--- config.mk ---
export PLATFORM = sky130hd
export DESIGN_NAME = naas_ram
export DESIGN_NICKNAME = d
export VERILOG_FILES = /design/src/rtl/nearest_anchor_angle_search_macros.svh /design/src/rtl/naas_ram.sv
export SDC_FILE = /design/constraint.sdc
export NUM_CORES = 2
export LEC_CHECK = 0
export BUFFER_PORTS_ARGS = -buffer_cell sky130_fd_sc_hd__buf_4
export CAP_MARGIN = 5
export CORE_ASPECT_RATIO = 1.25
export CORE_MARGIN = 2
export CORE_UTILIZATION = 27
export CTS_BUF_LIST = sky130_fd_sc_hd__clkbuf_8
export CTS_CLUSTER_DIAMETER = 30
export DETAILED_ROUTE_END_ITERATION = 8
export PLACE_DENSITY = 0.43
export SYNTH_ARGS = -nofsm -noshare
export SYNTH_HDL_FRONTEND = slang
export SYNTH_SLANG_ARGS = --single-unit
--- constraint.sdc ---
create_clock -name clock -period 7.25 [get_ports clock]
set_input_delay 0.3625 -clock clock [delete_from_list [all_inputs] [get_ports clock]]
set_output_delay 0.3625 -clock clock [all_outputs]
set_load 0.05 [all_outputs]
--- src/rtl/nearest_anchor_angle_search_macros.svh ---
// Assertion macros for the nearest anchor angle search block.
`ifndef NEAREST_ANCHOR_ANGLE_SEARCH_MACROS_SVH
`define NEAREST_ANCHOR_ANGLE_SEARCH_MACROS_SVH

`ifndef SYNTH
// Same-cycle implication.
`define NAAS_ASSERT_NOW(lbl, clk, rst, ante, cons) \
   lbl: assert property (@(posedge clk) disable iff (rst) (ante) |-> (cons)) \
      else $error("naas assertion failed");
// Next-cycle implication.
`define NAAS_ASSERT_NEXT(lbl, clk, rst, ante, cons) \
   lbl: assert property (@(posedge clk) disable iff (rst) (ante) |=> (cons)) \
      else $error("naas assertion failed");
`else
`define NAAS_ASSERT_NOW(lbl, clk, rst, ante, cons)
`define NAAS_ASSERT_NEXT(lbl, clk, rst, ante, cons)
`endif

`endif

--- src/rtl/naas_ram.sv ---
// Generic single-port-write, single-port-read RAM with registered read data.
module naas_ram #(
   parameter int WIDTH = 32,
   parameter int DEPTH = 64
) (
   input  logic                     clock,
   input  logic                     wr_en,
   input  logic [$clog2(DEPTH)-1:0] wr_addr,
   input  logic [WIDTH-1:0]         wr_data,
   input  logic                     rd_en,
   input  logic [$clog2(DEPTH)-1:0] rd_addr,
   output logic [WIDTH-1:0]         rd_data
);

   logic [WIDTH-1:0] mem_ff [DEPTH];
   logic [WIDTH-1:0] rd_data_ff;

   always_ff @(posedge clock) begin
      if (wr_en) begin
         mem_ff[wr_addr] <= wr_data;
      end
      if (rd_en) begin
         rd_data_ff <= mem_ff[rd_addr];
      end
   end

   assign rd_data = rd_data_ff;

endmodule

Word level (Yosys, flattened, before mapping) --
Memory sizes are Yosys's and may differ from the RTL's. A register that Yosys moved wholly into a read port is not among the register bits. Cells that the tools add are included.
Storage, ports and cells: RAM bits 2048, logic and storage cells 3, memories kept 1, register bits after elaboration 0, input bits 47, output and inout port bits 32
Operators by class: mux-type cells 2
Memory list:
- mem_ff | words 64, bits a word 32, rd ports 1, clocked after memory_dff 1, wr ports 1, RTL line naas_ram.sv:15 | logic [WIDTH-1:0] mem_ff [DEPTH];
Operator list (number):
- $mux 1 | 2

Longest topological paths before layout --
depth after elaboration 2, depth in mapped cells 10, mapped depth without buffers 5

Worst setup path before layout --
Ideal clock, no wire load.
path kind input-to-reg, start in wr_addr[3], end mem mem_ff[48][0] (enable), required time 6.789 ns, buffers on the path 1, arrival 3.061 ns, cell stages on the path 4, library setup time 0.461 ns, setup slack 3.728 ns, path through clkbuf_1 nor2b_1 nand4b_1 nor3_1
RTL lines:
- from (decl) | RTL line naas_ram.sv:8 | input logic [$clog2(DEPTH)-1:0] wr_addr,
- to (decl) | RTL line naas_ram.sv:15
No word-level cell before the write port.

==> flow_summary.json <==
{
  "std_cell_rows": 221,
  "cts-htree-levels": 5,
  "cp_slowest_cell": "o32ai_1",
  "start_util": 0.272,
  "final.setup_skew_ns": 0.0597,
  "cts_tree": "done",
  "die_h_um": 608,
  "outcome": "complete, but fails checks",
  "die_area_um2": 296000,
  "dr.first_iter.drc_count": 3268,
  "p_total_mw": 27.1,
  "rr_worst_depth": 4,
  "synth_warnings": 0,
  "cts_buffers": 399,
  "register_area_um2": 62500,
  "tns_ns": 0,
  "post_cts_resized": 0,
  "worst_pin_slew_ns": 1.49,
  "die_x_um": 487,
  "min-delay-path-class": "input pin to flop",
  "cp_cell_sequence": "buf_8 -> buf_12 -> buf_4 -> mux4_2 -> mux2i_1 -> nor2_1 -> o32ai_1 -> nor3_1",
  "worstSetupPathType": "input pin to flop",
  "nFillCells": 27600,
  "design.portCount": 79,
  "layout_common_cells": "edfxtp_1 (2080), mux4_2 (544), clkbuf_8 (404)",
  "place_ws_ns": 2.80,
  "power_density_nw_per_um2": 289,
  "final_common_cell": "edfxtp_1",
  "drive_gt1_frac": 0.340,
  "multi_input_area_um2": 16000,
  "cap_violations": 1,
  "max_freq_ghz": 0.313,
  "layout_setup_ws_ns": 4.05,
  "fin_crit_ns": 3.20,
  "maxSlewViolCount": 0,
  "clkSinkCount": 2080,
  "stdcell_count": 7903,
  "grt_overflow": 0,
  "rsz0062_at_grt": "false",
  "netlist_instances": 3324,
  "async_flop_share": 0,
  "hp-start": "wr_data[10]",
  "final_hold_viol_count": 0,
  "grt_pass1_vias": 40300,
  "timing.rr.start": "mem_ff[27][27]",
  "relSlewSlack": 0.00402,
  "period_share": 0.441,
  "drc": 0,
  "ys.flop_type": "edfxtp_1",
  "dp_hpwl_mm": 130,
  "ant_nets": 0,
  "crit_path_end_kind": "flop",
  "cp_max_fo": 54,
  "violations": "capacitance limit",
  "cts.path.max_buffers": 4,
  "routedWlPerCell_um": 30.7,
  "dr.pass1.iters": 5,
  "port_buffers": 78,
  "wirelength_mm": 243,
  "cp-startpoint": "rd_addr[0]",
  "core_um2": 290000,
  "routed-via-count": 37600,
  "cp.arrival_ns": 3.88,
  "startpoint_type": "input pin",
  "synth_seq_cells": 2080,
  "clk_latency_ns": 0.99,
  "grt_max_degree": 89,
  "clk_pin_slew_ns": 0.06,
  "cpPeakStageDelay_ns": 0.89,
  "place_congestion": 0.742,
  "track_usage": 0.162,
  "required_ns": 7.93,
  "syn-num-nets": 3371,
  "syn_avg_cell_area_um2": 23.7,
  "dp.cells": 7125,
  "mappedNetlistArea_um2": 78800,
  "layout.nets": 3811,
  "setup_viol": 0,
  "ys_types": 33,
  "area_growth_pct": 18.7,
  "grt_antenna_before_repair": 19,
  "holdPathStages": 1,
  "cts-root-buf": "clkbuf_8",
  "synth-edff-count": 2080,
  "leakage_nw": 29.1,
  "max-vdd-ir-drop_uv": 134,
  "viasPerCell": 4.75,
  "ys_seq_area_frac": 0.792,
  "grt_pass1_wl_mm": 333
}
## registers in the layout, summed over array words and instances, names as in the netlist
| register | count |
|---|---|
| mem_ff | 2048 |
| rd_data | 32 |
## worst paths after layout
kind                                        to  slack [ns]
worst max-delay path                rd_data[4]        4.05
worst min-delay path            mem_ff[46][10]        0.03
worst max register to register     rd_data[27]        4.56
worst min register to register      rd_data[4]        0.88
## through the flow
stage / hold slack [ns] / util / area [um2]
2_1_floorplan: 0.461 / - / 78800
3_3_place_gp: 0.848 / 0.292 / 84800
3_5_place_dp: 0.846 / 0.292 / 84800
4_1_cts: 0.00511 / 0.322 / 93500
5_1_grt: 0.0392 / 0.322 / 93500
6_report: 0.0327 / 0.322 / 93600
## critical path, delay by kind of cell
kind            cells  cell delay, ns
compound gates      1            0.89
buf+inv             3            1.37
mux                 2            0.69
simple gates        2            0.20
## where the power goes
part | internal [mW] | switching [mW] | total [mW] | leakage [nW]
sequential | 13.4 | 0.0487 | 13.4 | 18.7
clock | 7.05 | 5.20 | 12.2 | 4.52
combinational | 0.459 | 0.959 | 1.42 | 5.81
total | 20.9 | 6.20 | 27.1 | 29.1
## metal layers
metal  wire, um  part of all wire  global-route usage  vias to the layer above
met5         12          0.000049                   0                        -
met3      11400             0.047              0.0249                      297
met1      94300              0.39               0.196                    20900
li1           -                 -                   -                    15300
met4       6420             0.026              0.0507                        2
met2     131000              0.54               0.293                     1050
## kinds of logic after synthesis
logic type             after synthesis  synth area share
flip-flops                        2080             0.792
AND/OR/NAND/NOR                    223            0.0126
buffers and inverters              182            0.0112
AO/OA/AOI/OAI                      202            0.0167
multiplexers                       637             0.167
## area by class of cell
type / instances / share of cell area
multi-input combinational: 1062 / 0.171
timing repair buffer: 221 / 0.0202
clock buffer: 404 / 0.0594
tap: 3791 / 0.0507
clock inverter: 324 / 0.0308
sequential: 2080 / 0.668
antenna: 21 / 0.000562
## synth_stat cells, types with 7 or more instances
master	number	area [um2]
mux4_2	544	12300
o221ai_1	27	236
edfxtp_1	2080	62500
a21oi_1	62	310
clkbuf_1	74	278
mux2i_1	93	931
o22ai_1	84	526
nor2_1	137	514
buf_1	21	78.8
nand2_1	26	97.6
a22oi_1	12	90.1
buf_2	57	285
nor3_1	7	35.0
nor2b_1	15	93.8
buf_4	25	188
nand2b_1	8	50.1
a311oi_1	8	70.1
## what timing repair did
item	in CTS	in global routing
hold buffers	28	1
setup buffers	0	0
hold endpoints to repair	1077	1
Note: power is estimated with default switching activity, not from simulation.
